### config.mk
export PLATFORM = sky130hd
export DESIGN_NAME = jlsr_ctrl
export DESIGN_NICKNAME = d
export VERILOG_FILES = /design/src/hw/rtl/jlsr_pkg.sv /design/src/hw/rtl/jlsr_ctrl.sv
export SDC_FILE = /design/constraint.sdc
export NUM_CORES = 1
export LEC_CHECK = 0
export ABC_AREA = 1
export ABC_CLOCK_PERIOD_IN_PS = 1000
export BUFFER_PORTS_ARGS = -buffer_cell sky130_fd_sc_hd__buf_2
export CAP_MARGIN = 5
export CORE_AREA = 2 2 39 41
export DETAILED_ROUTE_END_ITERATION = 6
export DIE_AREA = 0 0 41 43
export PLACE_DENSITY = 0.34
export RECOVER_POWER = 50
export SYNTH_ARGS = -nofsm -noshare
export SYNTH_HDL_FRONTEND = slang
export SYNTH_SLANG_ARGS = --single-unit
### constraint.sdc
create_clock -name clk -period 1 [get_ports clk]
set_clock_uncertainty 0.15 [all_clocks]
set_input_delay 0.05 -clock clk [delete_from_list [all_inputs] [get_ports clk]]
set_output_delay 0.05 -clock clk [all_outputs]
set_load 0.02 [all_outputs]
### src/hw/rtl/jlsr_pkg.sv
`timescale 1ns / 1ps
// ----------------------------------------------------------------------------
// jlsr_pkg
// Shared types and constants for the jerk-limited speed ramp.
// ----------------------------------------------------------------------------
package jlsr_pkg;
	localparam int FRAC_BITS = 16;
	localparam int SPD_W = 24;
	localparam int REG_W = 23;
	localparam int DT_W = 16;
	localparam int ADDR_W = 5;

	localparam logic [ADDR_W-1:0] ADDR_SPEED_LIMIT = 5'd0;
	localparam logic [ADDR_W-1:0] ADDR_ACCEL_CEIL  = 5'd4;
	localparam logic [ADDR_W-1:0] ADDR_ACCEL_REQ   = 5'd8;
	localparam logic [ADDR_W-1:0] ADDR_DECEL       = 5'd12;
	localparam logic [ADDR_W-1:0] ADDR_JERK        = 5'd16;

	typedef struct packed {
		logic [REG_W-1:0] speed_limit;
		logic [REG_W-1:0] accel_ceiling;
		logic [REG_W-1:0] accel_request;
		logic [REG_W-1:0] decel_limit;
		logic [REG_W-1:0] jerk_limit;
	} cfg_t;

	// Controller to datapath commands.
	typedef struct packed {
		logic load;    // capture input beat
		logic step_a;  // jerk step product, speed error and acceleration square
		logic step_b;  // release test product and limit selection
		logic step_c;  // acceleration slew
		logic step_d;  // speed change product
		logic step_e;  // final speed and state commit
	} cmd_t;
endpackage

### src/hw/rtl/jlsr_ctrl.sv
`timescale 1ns / 1ps
// ----------------------------------------------------------------------------
// jlsr_ctrl
// Sequencer: accepts a beat, steps the datapath, presents the result.
// ----------------------------------------------------------------------------
module jlsr_ctrl (
	input  logic clk,
	input  logic arst_n,
	input  logic in_valid,
	output logic in_ready,
	output logic out_valid,
	input  logic out_ready,
	output jlsr_pkg::cmd_t cmd
);
	import jlsr_pkg::*;

	localparam logic [2:0] S_IDLE = 3'd0;
	localparam logic [2:0] S_A    = 3'd1;
	localparam logic [2:0] S_B    = 3'd2;
	localparam logic [2:0] S_C    = 3'd3;
	localparam logic [2:0] S_D    = 3'd4;
	localparam logic [2:0] S_E    = 3'd5;
	localparam logic [2:0] S_OUT  = 3'd6;

	logic [2:0] state_q;

	// Next beat is taken once the result register is free or being drained.
	assign out_valid = (state_q == S_OUT);
	assign in_ready = (state_q == S_IDLE) || (state_q == S_OUT && out_ready);

	always_comb begin
		cmd = '0;
		cmd.load = in_valid && in_ready;
		cmd.step_a = (state_q == S_A);
		cmd.step_b = (state_q == S_B);
		cmd.step_c = (state_q == S_C);
		cmd.step_d = (state_q == S_D);
		cmd.step_e = (state_q == S_E);
	end

	always_ff @(posedge clk or negedge arst_n) begin
		if (!arst_n) begin
			state_q <= S_IDLE;
		end else begin
			unique case (state_q)
				S_IDLE: if (in_valid) state_q <= S_A;
				S_A: state_q <= S_B;
				S_B: state_q <= S_C;
				S_C: state_q <= S_D;
				S_D: state_q <= S_E;
				S_E: state_q <= S_OUT;
				S_OUT: begin
					if (out_ready) state_q <= in_valid ? S_A : S_IDLE;
				end
				default: state_q <= S_IDLE;
			endcase
		end
	end
endmodule

Yosys cells after proc, flatten, opt, wreduce, memory -nomap -nowiden

Cells that the tools add are included.
Widths: inputs -> output; s select.

Multiplexer cells: 4
Equal/unequal tests: 8
Reduce and logical (&&, ||, !) cells: 5

Operator list:

| cell               | count |
|---|---|
| $pmux 3 s7         | 1 |
| $eq 3x3->1 const B | 3 |
| $eq 3x2->1 const B | 2 |
| $mux 3             | 2 |
| $eq 3x1->1 const B | 1 |
| $logic_not 3->1    | 1 |
| $logic_and 1x1->1  | 2 |
| $ne 2x1->1 const B | 1 |
| $ne 2x2->1 const B | 1 |
| $reduce_and 2->1   | 1 |
| $logic_or 1x1->1   | 1 |
| $mux 1             | 1 |

Input bits: 4
Logic and storage cells: 18
Register bits: 3
Output and inout port bits: 8

Logic depth before layout (Yosys ltp)

Gate-level depths: netlist of run 1.

Depth after elaboration: 4
Gate-level depth with buffers: 5
Gate-level depth less buffers: 5

Worst setup path after synthesis of run 1

Ideal clock, no wire load.

Kind: register to output
From: register state_q[0]
To: output cmd[5] (netlist bit)
Stages on the path, launching flop included: 4
Arrival time: 1055 ps
Path slack: -255 ps
Cell sequence: dfrtp_1 nor2_1 nand2_1 a21oi_1

RTL lines:

| element                  | RTL line        | source |
|---|---|---|
| start: declaration       | jlsr_ctrl.sv:25 | `logic [2:0] state_q;` |
| start signal: assignment | jlsr_ctrl.sv:53 | `if (out_ready) state_q <= in_valid ? S_A : S_IDLE;` |
| end: declaration         | jlsr_ctrl.sv:13 | `output jlsr_pkg::cmd_t cmd` |

==> results of run 1 <==
## cells in the final DEF, fill, tap and decap left out
master         count
nand3_1            3
dfrtp_2            2
nand2_1            4
nand3_2            1
clkbuf_4           3
o21ai_0            1
nand3_4            1
nand2_2            3
dlygate4sd3_1      2
buf_2              2
inv_2              4
dfrtp_1            1
buf_6              8
nor3_4             1
nor2_1             2
nand4_1            1
nor2_2             2
nand2_4            1
inv_1              3
buf_4              9
nor2_4             1
o21ai_1            1
a21oi_4            1
clkbuf_1           1
## cells by family (layout without fill, tap and decap cells)
family,Yosys count,count (layout),synth area share [%]
AOI/OAI and AO/OA,3,3,6.93
buffers and inverters,7,32,12.1
DFF,3,3,34.7
and+or+nand+nor,20,20,46.2
## tightest hold or removal path, delay by kind of cell
kind | cells | cell delay (ns)
buffers and inverters | 1 | 0.09
AOI/OAI and AO/OA | 1 | 0.10
and+or+nand+nor | 1 | 0.11
## power by group through the flow
stage | Combinational (mW) | Sequential, mW | Clock [mW]
2_1_floorplan | 0.537 | 0.310 | 0
3_3_place_gp | 0.995 | 0.268 | 0
3_5_place_dp | 0.975 | 0.267 | 0
4_1_cts | 1.22 | 0.270 | 0.223
5_1_grt | 1.53 | 0.282 | 0.227
6_report | 1.40 | 0.271 | 0.225
## metal layers
| layer | GRT usage [%] | up-vias | wire length [µm] |
|---|---|---|---|
| li1 | - | 154 | - |
| met1 | 14.3 | 135 | 302 |
| met2 | 14.1 | 13 | 355 |
| met3 | 2.62 | 3 | 62 |
| met4 | 8.00 | 0 | 18 |
| met5 | 0 | - | 0 |
## area by class of cell
class,instances,area [µm²]
fill,154,878
timing repair buffer,21,188
multi-input combinational,23,168
sequential,3,77.6
clock buffer,4,26.3
inverter,7,26.3
tap,16,20.0
## Yosys cell counts
cell type / number / share of area [%]
nand2_1: 6 / 10
nand4_1: 1 / 2.9
inv_1: 7 / 12
nor2_4: 1 / 5.2
nor3_1: 1 / 2.3
nor2_2: 1 / 2.9
nand2_2: 2 / 5.8
nor2_1: 3 / 5.2
nand3_1: 5 / 12
o21ai_0: 1 / 2.3
dfrtp_1: 3 / 35
o21ai_1: 1 / 2.3
a21oi_1: 1 / 2.3
## metrics by stage
step / hold WS [ns] / setup WS, ns / setup TNS, ns / utilization (%) / power [mW]
floorplan: -0.396 / -0.101 / -0.359 / - / 0.846
global placement: -0.296 / -0.210 / -1.28 / 25.9 / 1.26
detailed placement: -0.296 / -0.192 / -1.14 / 25.9 / 1.24
CTS: 0.00102 / -0.375 / -3.01 / 33.6 / 1.72
global route: 0.0275 / -0.444 / -3.73 / 36.5 / 2.04
finish: -0.00770 / -0.385 / -3.15 / 36.5 / 1.90
## repair_timing
action,in CTS,in global routing
setup buffers,1,3
hold buffers,2,0
resized for setup,19,7
pin swaps,3,0
setup endpoints to repair,11,12
endpoints found under the hold margin,3,0
## worst max path at each step
stage	cells after the start	slack (ns)	endpoint	start
after floorplan	3	-0.10	cmd[5]	state_q[0]
after global placement	4	-0.21	cmd[5]	state_q[0]
after detailed placement	4	-0.19	cmd[5]	state_q[0]
after CTS	4	-0.37	cmd[5]	state_q[0]
after global routing	4	-0.44	cmd[5]	state_q[1]
final	5	-0.38	cmd[4]	state_q[1]
==> flow_metrics.py, run 1 <==
metrics = {
    "outcome": {
        "status": "finished with violations",
        "violations": "negative hold slack, negative setup slack",
    },
    "power_and_ir_drop": {
        "p_per_area_nw_per_um2": 3760,
        "ir_drop_uv": 1380,
        "power.internal_mw": 1.02,
        "power.share.clock_pct": 11.9,
        "p_leak_nw": 0.260,
        "p_sw_mw": 0.879,
        "p_sw_share_pct": 46.2,
        "power_frac_comb_pct": 73.9,
        "seq_power_share_pct": 14.2,
    },
    "floorplanning": {
        "start_util_pct": 15.6,
        "rows": 14,
        "die_y_um": 43,
        "die_width_um": 41,
        "io_pins": 12,
        "die_area_um2": 1760,
        "core_area_um2": 1380,
    },
    "drt": {
        "drt_iter0_markers": 3,
        "avgViaCountPerCell": 4.12,
        "antenna_left": 0,
        "via_count": 305,
        "routed_wl_um": 738,
        "wire_per_inst_um": 9.97,
        "first_pass_iters": 2,
        "drc_errors": 0,
    },
    "timing": {
        "worst_pin_slew_ns": 0.205,
        "fin_ws_ns": -0.385,
        "rsz0062_at_grt": "true",
        "worst_slew_margin_rel_pct": 86.2,
        "fin_crit_ns": 1.38,
        "finalCritPeriodShare_pct": 138,
        "slew_violations": 0,
        "hold_viol": 1,
        "setup_violations": 11,
        "max_freq_mhz": 722,
        "hold_slack_ns": -0.00770,
    },
    "finish": {
        "syn_to_final_growth_pct": 134,
        "drive_above_1_share_pct": 67.2,
        "largest_register": "state_q",
        "n_antenna_cell": 0,
        "largest_reg_flops": 3,
        "fin_cells": 74,
        "postLayoutCellArea_um2": 505,
        "reg_top3": "state_q (3)",
        "finalNetCount": 63,
    },
    "worst_setup_path": {
        "worst_path_most_repeated_cell": "buf_4",
        "path_class": "flop to output pin",
        "startpoint_type": "flop",
        "max_stage_delay_ns": 0.41,
        "endpoint_kind": "output pin",
        "r2r-end": "state_q[0]",
        "required_ns": 0.80,
        "cp.arrival_ns": 1.18,
        "cpLargestDelayFamily": "flip-flops",
        "critPathSlowestCell": "dfrtp_2",
        "r2r_slack_ns": -0.17,
        "r2r_cells": 6,
        "crit_chain": "buf_4, inv_2, nand2_1, nor2_1, buf_4",
        "critical_path_buf_inv_count": 3,
        "r2r_start": "state_q[1]",
        "path_max_fanout": 5,
    },
    "clock_network": {
        "h-tree-depth": 1,
        "cts_tree": "yes",
        "clock_sinks": 3,
        "root_buffer": "clkbuf_4",
        "clk_latency_ns": 0.24,
        "cts_buffers": 3,
        "path_clk_slew_ns": 0.04,
        "clockBufferDepth": 2,
    },
    "placement": {
        "placed_area_um2": 358,
        "dp.cells": 66,
        "dp_hpwl_um": 543,
        "place.gp.congestion": 0.704,
        "port_buffers": 11,
    },
    "hold_path": {
        "holdPathEnd": "state_q[0]",
        "hp-start": "in_valid",
        "hold_class": "input pin to flop",
        "hold_depth": 3,
    },
    "synth": {
        "avgSynthCellArea_um2": 6.56,
        "synth_cell_types": 13,
        "synthesis.instances": 33,
        "synth_seq_cells": 3,
        "syn_area_um2": 216,
        "ys_seq_area_share_pct": 34.7,
        "syn_nets": 37,
        "synth-warning-count": 0,
    },
    "grt": {
        "grt_max_degree": 7,
        "first_global_vias": 314,
        "antenna_found_initial": 0,
        "grtUsageTotal_pct": 10.7,
        "grt.overflow.total": 0,
        "grt_first_pass_wirelength_um": 1260,
    },
    "run": {
        "drv_cap": 0,
    },
}
Note: power is estimated with default switching activity, not from simulation.
==> run 2: changes to the inputs <==
==> constraint.sdc (replaced) <==
create_clock -name clk -period 1 [get_ports clk]
set_clock_uncertainty 0.15 [all_clocks]
set_input_delay 0.05 -clock clk [delete_from_list [all_inputs] [get_ports clk]]
set_output_delay 0.05 -clock clk [all_outputs]
set_load 0.005 [all_outputs]
==> flow_metrics.py, run 2 (synthesis gave the netlist of run 1 again) <==
metrics = {
    "outcome": {
        "status": "finished with violations",
        "violations": "negative setup slack",
    },
    "placement": {
        "placed_area_um2": 317,
        "place.gp.congestion": 0.706,
        "port_buffers": 11,
        "dp_hpwl_um": 474,
        "dp_slack_ns": -0.173,
    },
    "floorplanning": {
        "rows": 14,
        "die_area_um2": 1760,
        "core_area_um2": 1380,
        "die_width_um": 41,
        "io_pins": 12,
        "start_util_pct": 15.6,
        "die_y_um": 43,
    },
    "finish": {
        "drive_above_1_share_pct": 66.1,
        "multiInputGateArea_um2": 161,
        "syn_to_final_growth_pct": 114,
        "n_antenna_cell": 0,
        "layout_common_cells": "10 x buf_2, 7 x buf_4, 4 x inv_1, 4 x nand2_2, 4 x dlygate4sd3_1",
        "postLayoutCellArea_um2": 463,
        "layout_commonest_cell": "buf_2",
        "fillCellCount": 164,
        "largest_reg_flops": 3,
        "finalNetCount": 64,
        "largest_register": "state_q",
        "register_area_um2": 78.8,
        "reg_top3": "state_q (3)",
    },
    "drt": {
        "routed_wl_um": 699,
        "via_count": 311,
        "drt_iter0_markers": 7,
        "wire_per_inst_um": 9.32,
        "first_pass_iters": 4,
        "drc_errors": 0,
        "avgViaCountPerCell": 4.15,
        "antenna_left": 0,
    },
    "worst_setup_path": {
        "startpoint_type": "flop",
        "cp.arrival_ns": 1.13,
        "path_class": "flop to output pin",
        "required_ns": 0.80,
        "path_max_fanout": 6,
        "endpoint_kind": "output pin",
    },
    "power_and_ir_drop": {
        "p_leak_nw": 0.259,
        "p_per_area_nw_per_um2": 3220,
        "ir_drop_uv": 919,
    },
    "timing": {
        "worst_pin_slew_ns": 0.209,
        "hold_viol": 0,
        "rsz0062_at_grt": "true",
        "fin_crit_ns": 1.33,
        "fin_ws_ns": -0.330,
        "finalCritPeriodShare_pct": 133,
        "setup_violations": 11,
        "worst_slew_margin_rel_pct": 86.0,
        "setup_tns_ns": -2.60,
        "max_freq_mhz": 752,
        "slew_violations": 0,
    },
    "grt": {
        "grtUsageTotal_pct": 10.2,
        "grt_first_pass_wirelength_um": 1170,
        "grt_max_degree": 8,
        "first_global_vias": 305,
        "grt.overflow.total": 0,
        "antenna_found_initial": 0,
    },
    "clock_network": {
        "h-tree-depth": 1,
        "cts_buffers": 3,
        "cts_tree": "yes",
        "clk_latency_ns": 0.23,
        "root_buffer": "clkbuf_4",
        "clockBufferDepth": 2,
        "path_clk_slew_ns": 0.04,
        "clock_sinks": 3,
    },
    "run": {
        "drv_cap": 0,
    },
    "hold_path": {
        "hold_class": "input pin to flop",
    },
}
-- run 2: cell types whose count changed in the layout (fill, tap and decap cells not counted), moves of 2 or more --
cell	previous run	this run
buf_2	2	10
buf_4	9	7
buf_6	8	0
dlygate4sd3_1	2	4
inv_2	4	2
-- run 2: worst paths after layout --
kind	depth (start not counted)	startpoint	slack, ns	to
max	4	state_q[0]	-0.33	cmd[5]
min	5	in_valid	0.04	state_q[0]
max reg2reg	5	state_q[0]	-0.15	state_q[0]
min reg2reg	3	state_q[2]	0.52	state_q[1]
max in group asynchronous	3	arst_n	0.05	state_q[2]
min in group asynchronous	3	arst_n	0.53	state_q[1]
-- run 2: cell type report --
cell class | instances | share of cell area, %
tap | 16 | 4.32
inverter | 7 | 6.22
clock buffer | 4 | 5.68
sequential | 3 | 17.0
multi-input combinational | 23 | 34.9
timing repair buffer | 22 | 31.9
-- run 2: through the flow --
stage | hold WS [ns] | util, % | total power [mW] | instances
final | 0.0401 | 33.5 | 1.49 | 75
after global routing | 0.0760 | 33.5 | 1.64 | 75
after CTS | 0.0371 | 31.7 | 1.40 | 75
after detailed placement | -0.302 | 22.9 | 0.945 | 63
after global placement | -0.301 | 22.9 | 0.962 | 63
after floorplan | -0.396 | - | 0.647 | 33
-- run 2: worst max-delay path, stage by stage, from the launching register on --
cell and delay (ns):
dfrtp_2 0.45, nor2_4 0.13, nand2_2 0.06, a21oi_1 0.13, buf_2 0.12
-- run 2: per-layer routing --
layer | routed length, µm | global-route usage [%] | vias up
li1 | - | - | 156
met1 | 296 | 12.3 | 132
met2 | 325 | 14.1 | 18
met3 | 44 | 3.14 | 5
met4 | 33 | 8.00 | 0
met5 | 0 | 0 | -
-- run 2: repair_timing --
item | 4_1_cts | 5_1_grt
buffers inserted | 4 | 0
gates resized for setup | 10 | 6
endpoints found under the setup margin | 11 | 11
hold endpoints to repair | 5 | 0
pin swaps | 2 | 1
hold buffers | 4 | 0
-- run 2: report_power, final --
group	internal (mW)	total (mW)	switching, mW
registers	0.200	0.343	0.143
clock network	0.150	0.213	0.0637
logic	0.471	0.934	0.463
total	0.821	1.49	0.670
