[src/hw/rtl/jlsr_pkg.sv]
`timescale 1ns / 1ps
// ----------------------------------------------------------------------------
// jlsr_pkg
// Shared types and constants for the jerk-limited speed ramp.
// ----------------------------------------------------------------------------
package jlsr_pkg;
	localparam int FRAC_BITS = 16;
	localparam int SPD_W = 24;
	localparam int REG_W = 23;
	localparam int DT_W = 16;
	localparam int ADDR_W = 5;

	localparam logic [ADDR_W-1:0] ADDR_SPEED_LIMIT = 5'd0;
	localparam logic [ADDR_W-1:0] ADDR_ACCEL_CEIL  = 5'd4;
	localparam logic [ADDR_W-1:0] ADDR_ACCEL_REQ   = 5'd8;
	localparam logic [ADDR_W-1:0] ADDR_DECEL       = 5'd12;
	localparam logic [ADDR_W-1:0] ADDR_JERK        = 5'd16;

	typedef struct packed {
		logic [REG_W-1:0] speed_limit;
		logic [REG_W-1:0] accel_ceiling;
		logic [REG_W-1:0] accel_request;
		logic [REG_W-1:0] decel_limit;
		logic [REG_W-1:0] jerk_limit;
	} cfg_t;

	// Controller to datapath commands.
	typedef struct packed {
		logic load;    // capture input beat
		logic step_a;  // jerk step product, speed error and acceleration square
		logic step_b;  // release test product and limit selection
		logic step_c;  // acceleration slew
		logic step_d;  // speed change product
		logic step_e;  // final speed and state commit
	} cmd_t;
endpackage

[src/hw/rtl/jlsr_apb.sv]
`timescale 1ns / 1ps
// ----------------------------------------------------------------------------
// jlsr_apb
// Configuration register file behind an APB-style port.
// ----------------------------------------------------------------------------
module jlsr_apb (
	input  logic clk,
	input  logic arst_n,
	input  logic psel,
	input  logic penable,
	input  logic pwrite,
	input  logic [jlsr_pkg::ADDR_W-1:0] paddr,
	input  logic [31:0] pwdata,
	output logic [31:0] prdata,
	output logic pready,
	output jlsr_pkg::cfg_t cfg
);
	import jlsr_pkg::*;

	cfg_t cfg_q;
	assign pready = 1'b1;
	assign cfg = cfg_q;

	always_ff @(posedge clk or negedge arst_n) begin
		if (!arst_n) begin
			cfg_q.speed_limit <= 23'd131072;
			cfg_q.accel_ceiling <= 23'd131072;
			cfg_q.accel_request <= 23'd0;
			cfg_q.decel_limit <= 23'd196608;
			cfg_q.jerk_limit <= 23'd655360;
		end else if (psel && penable && pwrite) begin
			unique case (paddr)
				ADDR_SPEED_LIMIT: cfg_q.speed_limit <= pwdata[REG_W-1:0];
				ADDR_ACCEL_CEIL: cfg_q.accel_ceiling <= pwdata[REG_W-1:0];
				ADDR_ACCEL_REQ: cfg_q.accel_request <= pwdata[REG_W-1:0];
				ADDR_DECEL: cfg_q.decel_limit <= pwdata[REG_W-1:0];
				ADDR_JERK: cfg_q.jerk_limit <= pwdata[REG_W-1:0];
				default: ;
			endcase
		end
	end

	always_comb begin
		unique case (paddr)
			ADDR_SPEED_LIMIT: prdata = {9'd0, cfg_q.speed_limit};
			ADDR_ACCEL_CEIL: prdata = {9'd0, cfg_q.accel_ceiling};
			ADDR_ACCEL_REQ: prdata = {9'd0, cfg_q.accel_request};
			ADDR_DECEL: prdata = {9'd0, cfg_q.decel_limit};
			ADDR_JERK: prdata = {9'd0, cfg_q.jerk_limit};
			default: prdata = '0;
		endcase
	end
endmodule

[config.mk]
export PLATFORM = sky130hd
export DESIGN_NAME = jlsr_apb
export DESIGN_NICKNAME = d
export VERILOG_FILES = /design/src/hw/rtl/jlsr_pkg.sv /design/src/hw/rtl/jlsr_apb.sv
export SDC_FILE = /design/constraint.sdc
export NUM_CORES = 1
export LEC_CHECK = 0
export ABC_AREA = 1
export BUFFER_PORTS_ARGS = -buffer_cell sky130_fd_sc_hd__clkbuf_2
export CORE_UTILIZATION = 51
export CTS_CLUSTER_SIZE = 10
export DETAILED_ROUTE_END_ITERATION = 7
export GPL_ROUTABILITY_DRIVEN = 0
export PLACE_DENSITY = 0.78
export SLEW_MARGIN = 5
export SYNTH_ARGS = -nofsm -noshare
export SYNTH_HDL_FRONTEND = slang
export SYNTH_SLANG_ARGS = --single-unit
[constraint.sdc]
create_clock -name clk -period 1.6 [get_ports clk]
set_clock_uncertainty 0.1 [all_clocks]
set_input_delay 0.24 -clock clk [delete_from_list [all_inputs] [get_ports clk]]
set_output_delay 0.24 -clock clk [all_outputs]
set_load 0.1 [all_outputs]
==> flow_summary.yaml, run 1 <==
synthesis:
  syn_avg_cell_area_um2: 7.672
  syn_area_um2: 5700
  synth_cells: 743
  yosysWarnings: 0
  synth_seq_cells: 115
  yosys.cell_types.count: 20
  synth-seq-area-share_pct: 50.61
placed_design:
  post-dp-hpwl_mm: 13.94
  portBuffers: 170
  dp.cells: 1073
sta:
  worstEpCategory: "top-level output"
  worstEndpointGrtRepair: "prdata[13]"
die:
  die_w_um: 107.7
  rows: 38
  die_height_um: 107.7
  floorplan.initialDensity_pct: 52.36
  io_pins: 190
run_status:
  stop_stage: "global routing (5_1_grt)"
  error_line: "[ERROR DPL-0038] Utilization greater than 100%, impossible to legalize"
  outcome: "stopped before the end"
clocking:
  htree_levels: 4
  clk_path_buf_depth: 2
  clockRootBuffer: "clkbuf_8"
  numCtsBuffers: 17
  cts_sinks: 115
global_routing:
  grt_max_degree: 57
-- stage by stage --
stage / hold slack [ns] / TNS, ns / util [%] / setup WS, ns / instance area [µm²]
floorplan: -0.1556 / -0.05904 / - / -0.003187 / 6340
global placement: -0.02563 / -10.83 / 76.42 / -0.2258 / 8320
CTS: 0.1714 / -10.29 / 94.16 / -0.4183 / 10250
detailed placement: -0.02449 / -14.88 / 76.42 / -0.2699 / 8320
-- logic make-up after synthesis --
kind of cell / synth area share [%]
and+or+nand+nor: 29.15
buffers and inverters: 10.01
DFF: 50.61
other: 0.1317
AOI/OAI and AO/OA: 10.10
-- synthesized netlist by cell type --
cell,instances,area share [%]
dfstp_2,6,2.8
clkbuf_1,17,1.1
clkbuf_2,1,0.088
o21ai_1,21,1.8
nand2_2,1,0.11
conb_1,2,0.13
nand3_4,1,0.31
nand4_1,46,5.0
o21ai_0,94,8.3
nand2_1,276,18
nand2_4,2,0.40
nand3_2,2,0.35
nand3_1,1,0.088
dfrtp_1,109,48
buf_4,19,2.5
inv_2,4,0.26
nor2_4,8,1.6
nor2_1,47,3.1
buf_2,17,1.5
inv_1,69,4.5
-- repair_timing --
| action | 4_1_cts |
|---|---|
| hold endpoints to repair | 227 |
| cloned | 1 |
| hold buffers | 25 |
| setup buffers | 38 |
| resized for setup | 232 |
| pin swaps | 79 |
| endpoints found under the setup margin | 114 |
==> run 2: changes to the inputs <==
--- a/config.mk
+++ b/config.mk
@@ -7,11 +7,10 @@
 export LEC_CHECK = 0
 export ABC_AREA = 1
 export BUFFER_PORTS_ARGS = -buffer_cell sky130_fd_sc_hd__clkbuf_2
-export CORE_UTILIZATION = 51
-export CTS_CLUSTER_SIZE = 10
+export CORE_UTILIZATION = 40
 export DETAILED_ROUTE_END_ITERATION = 7
 export GPL_ROUTABILITY_DRIVEN = 0
-export PLACE_DENSITY = 0.78
+export PLACE_DENSITY_LB_ADDON = 0.15
 export SLEW_MARGIN = 5
 export SYNTH_ARGS = -nofsm -noshare
 export SYNTH_HDL_FRONTEND = slang
==> flow_summary.yaml, run 2 <==
synthesis:
  synth_cells: 743
  synth_area_leaders: "dfrtp_1, nand2_1, o21ai_0"
  synth_top_area_share_pct: 47.85
  syn_area_um2: 5700
  synth.largest_area_cell: "dfrtp_1"
  ys.flop_type: "dfrtp_1"
  synth-seq-area-share_pct: 50.61
  syn_avg_cell_area_um2: 7.672
  synth-edff-count: 0
  ys_async_sr_fraction_pct: 100.0
  yosysWarnings: 0
  synth.most_common_cell: "nand2_1"
  synth_seq_cells: 115
  yosys.cell_types.count: 20
  synth_commonest_cells: "nand2_1, dfrtp_1, o21ai_0"
sta:
  final.period_utilization_pct: 119.7
  holdWs_ns: 0.009791
  setup_tns_ns: -7.386
  finalWorstSetupSlack_ns: -0.3150
  worst_slew_pin_slew_ns: 0.5569
  slew_headroom_pct: 63.03
  setup_viol: 46
  hold_violations: 0
  rsz0062_at_grt: "yes"
  slew_viol_final: 0
  finalCriticalPeriod_ns: 1.915
  fmax_ghz: 0.5222
run_status:
  outcome: "finished, violations left"
  violations: "setup timing"
die:
  io_pins: 190
  rows: 43
  core_area_um2: 13880
  floorplan.initialDensity_pct: 41.07
  die_w_um: 121.4
  die_height_um: 121.4
  die_area_um2: 14730
clocking:
  cts_sinks: 115
  clk_latency_ns: 0.42
  numCtsBuffers: 17
  clockRootBuffer: "clkbuf_16"
  tritoncts: "built"
  clk_path_buf_depth: 2
  htree_levels: 4
  clkTransAtPathRegs_ns: 0.05
worst_setup_path:
  cpLargestDelayFamily: "flip-flops"
  path_buf_inv: 1
  critPathMaxFanout: 2
  cp_slowest_cell: "dfstp_4"
  start_kind: "register"
  crit_required_ns: 1.26
  slowest_delay_ns: 0.62
  crit_type: "register to output pin"
  cp-end-kind: "output pin"
  path_cells: "nand4_1 -> nand2_2 -> nor2_4 -> nand2_8 -> buf_12"
  worstPathArrival_ns: 1.58
finish:
  synthToLayoutAreaGrowth_pct: 77.13
  fillCellCount: 981
  final_cell_mix: "nand2_1, buf_4, o21ai_0, dfrtp_2, inv_1"
  largest_reg_flops: 115
  drive_above_1_share_pct: 53.69
  fin_area_um2: 10100
  final_common_cell: "nand2_1"
  antenna_cells: 0
  nets: 1059
  multi_input_area_um2: 2948
  final_util_pct: 72.74
  seq_area_um2: 3139
global_routing:
  antenna_found_initial: 0
  grt_pass1_wl_mm: 31.62
  grt_max_degree: 34
  track_usage_pct: 28.47
  grt_pass1_vias: 6020
  grt_overflow_total: 0
detailed_routing:
  drt_wl_total_mm: 21.26
  ant_nets: 0
  avgRoutedWirePerCell_um: 17.57
  drc: 0
  vias: 6249
  drt_first_pass_iters: 5
  drt_iter0_drc: 589
  via_per_inst: 5.164
placed_design:
  post-dp-hpwl_mm: 14.54
  placed_cell_area_um2: 8416
  pre_cts_slack_ns: -0.2853
  portBuffers: 170
flow_run:
  maxCapViolations: 0
power_and_ir_drop:
  peakVddDrop_uv: 794.8
  power.density_nw_per_um2: 1046
  p_leak_nw: 5.028
hold_path:
  min_path_type: "primary input to register"
run 2: cell counts after synthesis:
No cell type changed its count.
run 2: what timing repair did:
item                                    CTS  global route
buffers inserted                         37             8
gates cloned                              1             6
pin swaps                                50            35
hold buffers                             16             0
resized for setup                        47           158
endpoints found under the setup margin   30            93
hold endpoints to repair                138             0
run 2: layout make-up:
type	count	area share [%]
repair buffers	300	29.37
well taps	180	2.230
clock inverters	5	0.2478
flip-flops and latches	115	31.09
clock buffers	27	5.081
inverters	73	2.788
multi-input cells	510	29.19
run 2: power breakdown:
| group | total [mW] | internal, mW | leakage (nW) | switching [mW] |
|---|---|---|---|---|
| sequential | 3.49 | 3.28 | 1.31 | 0.205 |
| clock | 3.43 | 2.17 | 0.271 | 1.27 |
| combinational | 3.64 | 0.766 | 3.45 | 2.88 |
| total | 10.6 | 6.21 | 5.03 | 4.35 |
run 2: metal layers:
metal	GRT usage, %	routed length (µm)
met1	39.06	9001
met2	43.15	9982
met3	7.049	1597
met4	10.88	682
met5	0	0
run 2: path summary, 6_finish.rpt:
path / from / to / slack (ns) / cells past startpoint
setup / recovery: cfg[39]$_DFFE_PN1P_ / prdata[16] / -0.32 / 5
hold / removal: pwdata[20] / cfg[66]$_DFFE_PN0P_ / 0.01 / 3
setup reg to reg: cfg[39]$_DFFE_PN1P_ / cfg[39]$_DFFE_PN1P_ / 0.48 / 4
hold reg to reg: cfg[92]$_DFFE_PN0P_ / cfg[92]$_DFFE_PN0P_ / 0.41 / 2
max in group asynchronous: arst_n / cfg[76]$_DFFE_PN0P_ / 0.68 / 3
min in group asynchronous: arst_n / cfg[35]$_DFFE_PN0P_ / 0.16 / 2
run 2: worst reg2reg max path, stage by stage, from the launching register on:
cell     delay, ns
dfstp_4       0.62
buf_6         0.11
buf_4         0.10
o21ai_0       0.08
nand2_1       0.07
run 2: logic make-up (layout without fill, tap and decap cells):
group	count (synthesis)	count (layout)	synth area share, %
AO/OA/AOI/OAI	115	115	10.10
buffers and inverters	127	405	10.01
flip-flops	115	115	50.61
other	2	10	0.1317
AND/OR/NAND/NOR	384	385	29.15
run 2: stage by stage:
stage	instances	total power, mW
floorplan	751	6.079
global placement	1119	6.832
detailed placement	1119	6.880
CTS	1203	10.47
global route	1210	10.87
finish	1210	10.56
Power figures use the tool's default switching activity.
==> run 3: changes to the inputs <==
--- a/config.mk
+++ b/config.mk
@@ -5,7 +5,7 @@
 export SDC_FILE = /design/constraint.sdc
 export NUM_CORES = 1
 export LEC_CHECK = 0
-export ABC_AREA = 1
+export ABC_AREA = 0
 export BUFFER_PORTS_ARGS = -buffer_cell sky130_fd_sc_hd__clkbuf_2
 export CORE_UTILIZATION = 40
 export DETAILED_ROUTE_END_ITERATION = 7
==> flow_summary.yaml, run 3 <==
placed_design:
  post-dp-hpwl_mm: 10.88
  pre_cts_slack_ns: -0.4070
  portBuffers: 170
sta:
  fmax_ghz: 0.4944
  holdWs_ns: 0.03750
  final.period_utilization_pct: 126.4
  slew_viol_final: 0
  finalWorstSetupSlack_ns: -0.4226
  hold_violations: 0
  finalCriticalPeriod_ns: 2.023
  rsz0062_at_grt: "yes"
  setup_viol: 23
worst_setup_path:
  reg2reg_to: "cfg[79]$_DFFE_PN0P_"
  crit_required_ns: 1.26
  cp-end-kind: "output pin"
  reg2reg_from: "cfg[79]$_DFFE_PN0P_"
  path_buf_inv: 1
  cp_slowest_cell: "dfrtp_4"
  path_cells: "mux2_4 -> a221o_4 -> buf_12"
  cpLargestDelayFamily: "flip-flops"
  r2r_slack_ns: 0.50
  slowest_delay_ns: 0.47
  worstRegToRegCells: 2
  crit_type: "register to output pin"
  worstPathArrival_ns: 1.68
  critPathMaxFanout: 2
  start_kind: "register"
power_and_ir_drop:
  peakVddDrop_uv: 791.8
  p_leak_nw: 4.429
  seq_power_share_pct: 30.3
  p_int_mw: 7.287
  total_power_mw: 11.25
  p_sw_share_pct: 35.25
  power.net_switching_mw: 3.968
  power.density_nw_per_um2: 1207
  combPwrFrac_pct: 30.5
  clock_power_share_pct: 39.2
die:
  die_height_um: 118
  floorplan.initialDensity_pct: 40.81
  core_area_um2: 13190
  die_w_um: 118
  die_area_um2: 13920
  rows: 42
  io_pins: 190
finish:
  drive_above_1_share_pct: 87.16
  largest_reg_flops: 115
  synthToLayoutAreaGrowth_pct: 73.20
  antenna_cells: 0
  final_common_cell: "mux2_4"
  final_cell_mix: "mux2_4, buf_4, dfrtp_2, clkbuf_4, buf_12"
  nets: 660
  final_util_pct: 70.68
synthesis:
  synth.most_common_cell: "mux2_2"
  synth_top_area_share_pct: 50.67
  synth-edff-count: 0
  synth-seq-area-share_pct: 53.60
  ys.flop_type: "dfrtp_1"
  synth.largest_area_cell: "dfrtp_1"
  yosys.cell_types.count: 24
  synth_cells: 373
  synth_commonest_cells: "mux2_2, dfrtp_1, mux2i_1, nor2_1, a221o_1"
  synth_area_leaders: "dfrtp_1, mux2_2, mux2i_1"
  ys_async_sr_fraction_pct: 100.0
  synth_seq_cells: 115
  syn_area_um2: 5383
  yosysWarnings: 0
  syn_avg_cell_area_um2: 14.43
global_routing:
  grtUsageMet3_pct: 6.008
  grt_use_met2_pct: 40.63
  antenna_found_initial: 0
  grt_overflow_total: 0
  grt_max_degree: 61
  track_usage_pct: 24.95
  busiest_layer: "met2"
  grt_pass1_wl_mm: 26.21
  use_met1_pct: 32.60
  grt_pass1_vias: 4440
hold_path:
  worstHoldStart: "pwdata[0]"
  min_path_type: "primary input to register"
  holdPathEnd: "cfg[69]$_DFFE_PN0P_"
  hold_path_depth: 2
run_status:
  violations: "setup timing"
  outcome: "finished, violations left"
clocking:
  clk_path_buf_depth: 2
  clkTransAtPathRegs_ns: 0.05
  numCtsBuffers: 17
  clk_latency_ns: 0.41
  tritoncts: "built"
  cts_sinks: 115
  htree_levels: 4
  clockRootBuffer: "clkbuf_16"
detailed_routing:
  via_per_inst: 5.145
  avgRoutedWirePerCell_um: 20.43
  vias: 4152
  drt_wl_total_mm: 16.49
  drc: 0
  drt_first_pass_iters: 6
  ant_nets: 0
  drt_iter0_drc: 259
flow_run:
  maxCapViolations: 0
-- run 3: changes by cell type after synthesis, moves of 11 or more --
cell,previous run,this run
a221o_1,0,22
buf_2,17,6
clkbuf_1,17,3
inv_1,69,0
mux2_2,0,131
mux2i_1,0,23
nand2_1,276,3
nand4_1,46,1
nor2_1,47,23
o21ai_0,94,0
o21ai_1,21,0
-- run 3: stage by stage --
step	cell area (µm²)	std cells	TNS, ns
after floorplan	6270	381	-14.41
final	9323	807	-8.229
after CTS	9226	805	-8.634
after detailed placement	8066	740	-43.19
after global routing	9323	807	-9.475
after global placement	8066	740	-39.66
-- run 3: worst reg2reg max path: stages, from the launching register on --
cell,delay [ns]
dfrtp_4,0.47
buf_4,0.15
mux2_4,0.26
-- run 3: logic make-up (layout without fill, tap and decap cells) --
family / after synthesis / after routing / share of synthesized area [%]
mux: 160 / 160 / 32.94
simple gates: 39 / 39 / 4.254
buf+inv: 32 / 282 / 4.603
flops: 115 / 115 / 53.60
compound gates: 25 / 25 / 4.463
other cells: 2 / 10 / 0.1395
-- run 3: area by class of cell --
class                   instances  area (µm²)
fillers                       853        3867
flip-flops and latches        115        3004
multi-input cells             234        2995
repair buffers                250        2407
clock buffers                  23       498.0
well taps                     176       220.2
clock inverters                 9       197.7
-- run 3: timing repair --
item                                    CTS  global route
endpoints found under the setup margin   68            47
pin swaps                                 2             4
gates cloned                              0             1
hold buffers                              1             0
buffers inserted                         32             2
endpoints found under the hold margin    53             0
resized for setup                        75            41
-- run 3: metal layers --
metal  share of wire (%)  wire length [µm]
met1                  44              7275
met2                  50              8238
met3                 4.2               698
met4                 1.7               274
met5                   0                 0
-- run 3: how the worst max path moves through the flow --
stage	slack, ns	startpoint	end	cells past startpoint
2_1_floorplan	-0.23	cfg[45]$_DFFE_PN0P_	prdata[22]	2
3_3_place_gp	-0.37	paddr[1]	prdata[8]	6
3_5_place_dp	-0.41	paddr[0]	prdata[21]	5
4_1_cts	-0.44	cfg[79]$_DFFE_PN0P_	prdata[10]	3
5_1_grt	-0.47	cfg[79]$_DFFE_PN0P_	prdata[10]	3
6_report	-0.42	cfg[79]$_DFFE_PN0P_	prdata[10]	3
-- run 3: power by group through the flow --
stage / logic, mW / clock network [mW] / registers [mW]
CTS: 3.41 / 4.48 / 3.40
global placement: 3.17 / 0 / 3.45
finish: 3.44 / 4.41 / 3.41
global route: 3.53 / 4.62 / 3.43
detailed placement: 3.19 / 0 / 3.46
floorplan: 0.744 / 0 / 5.18
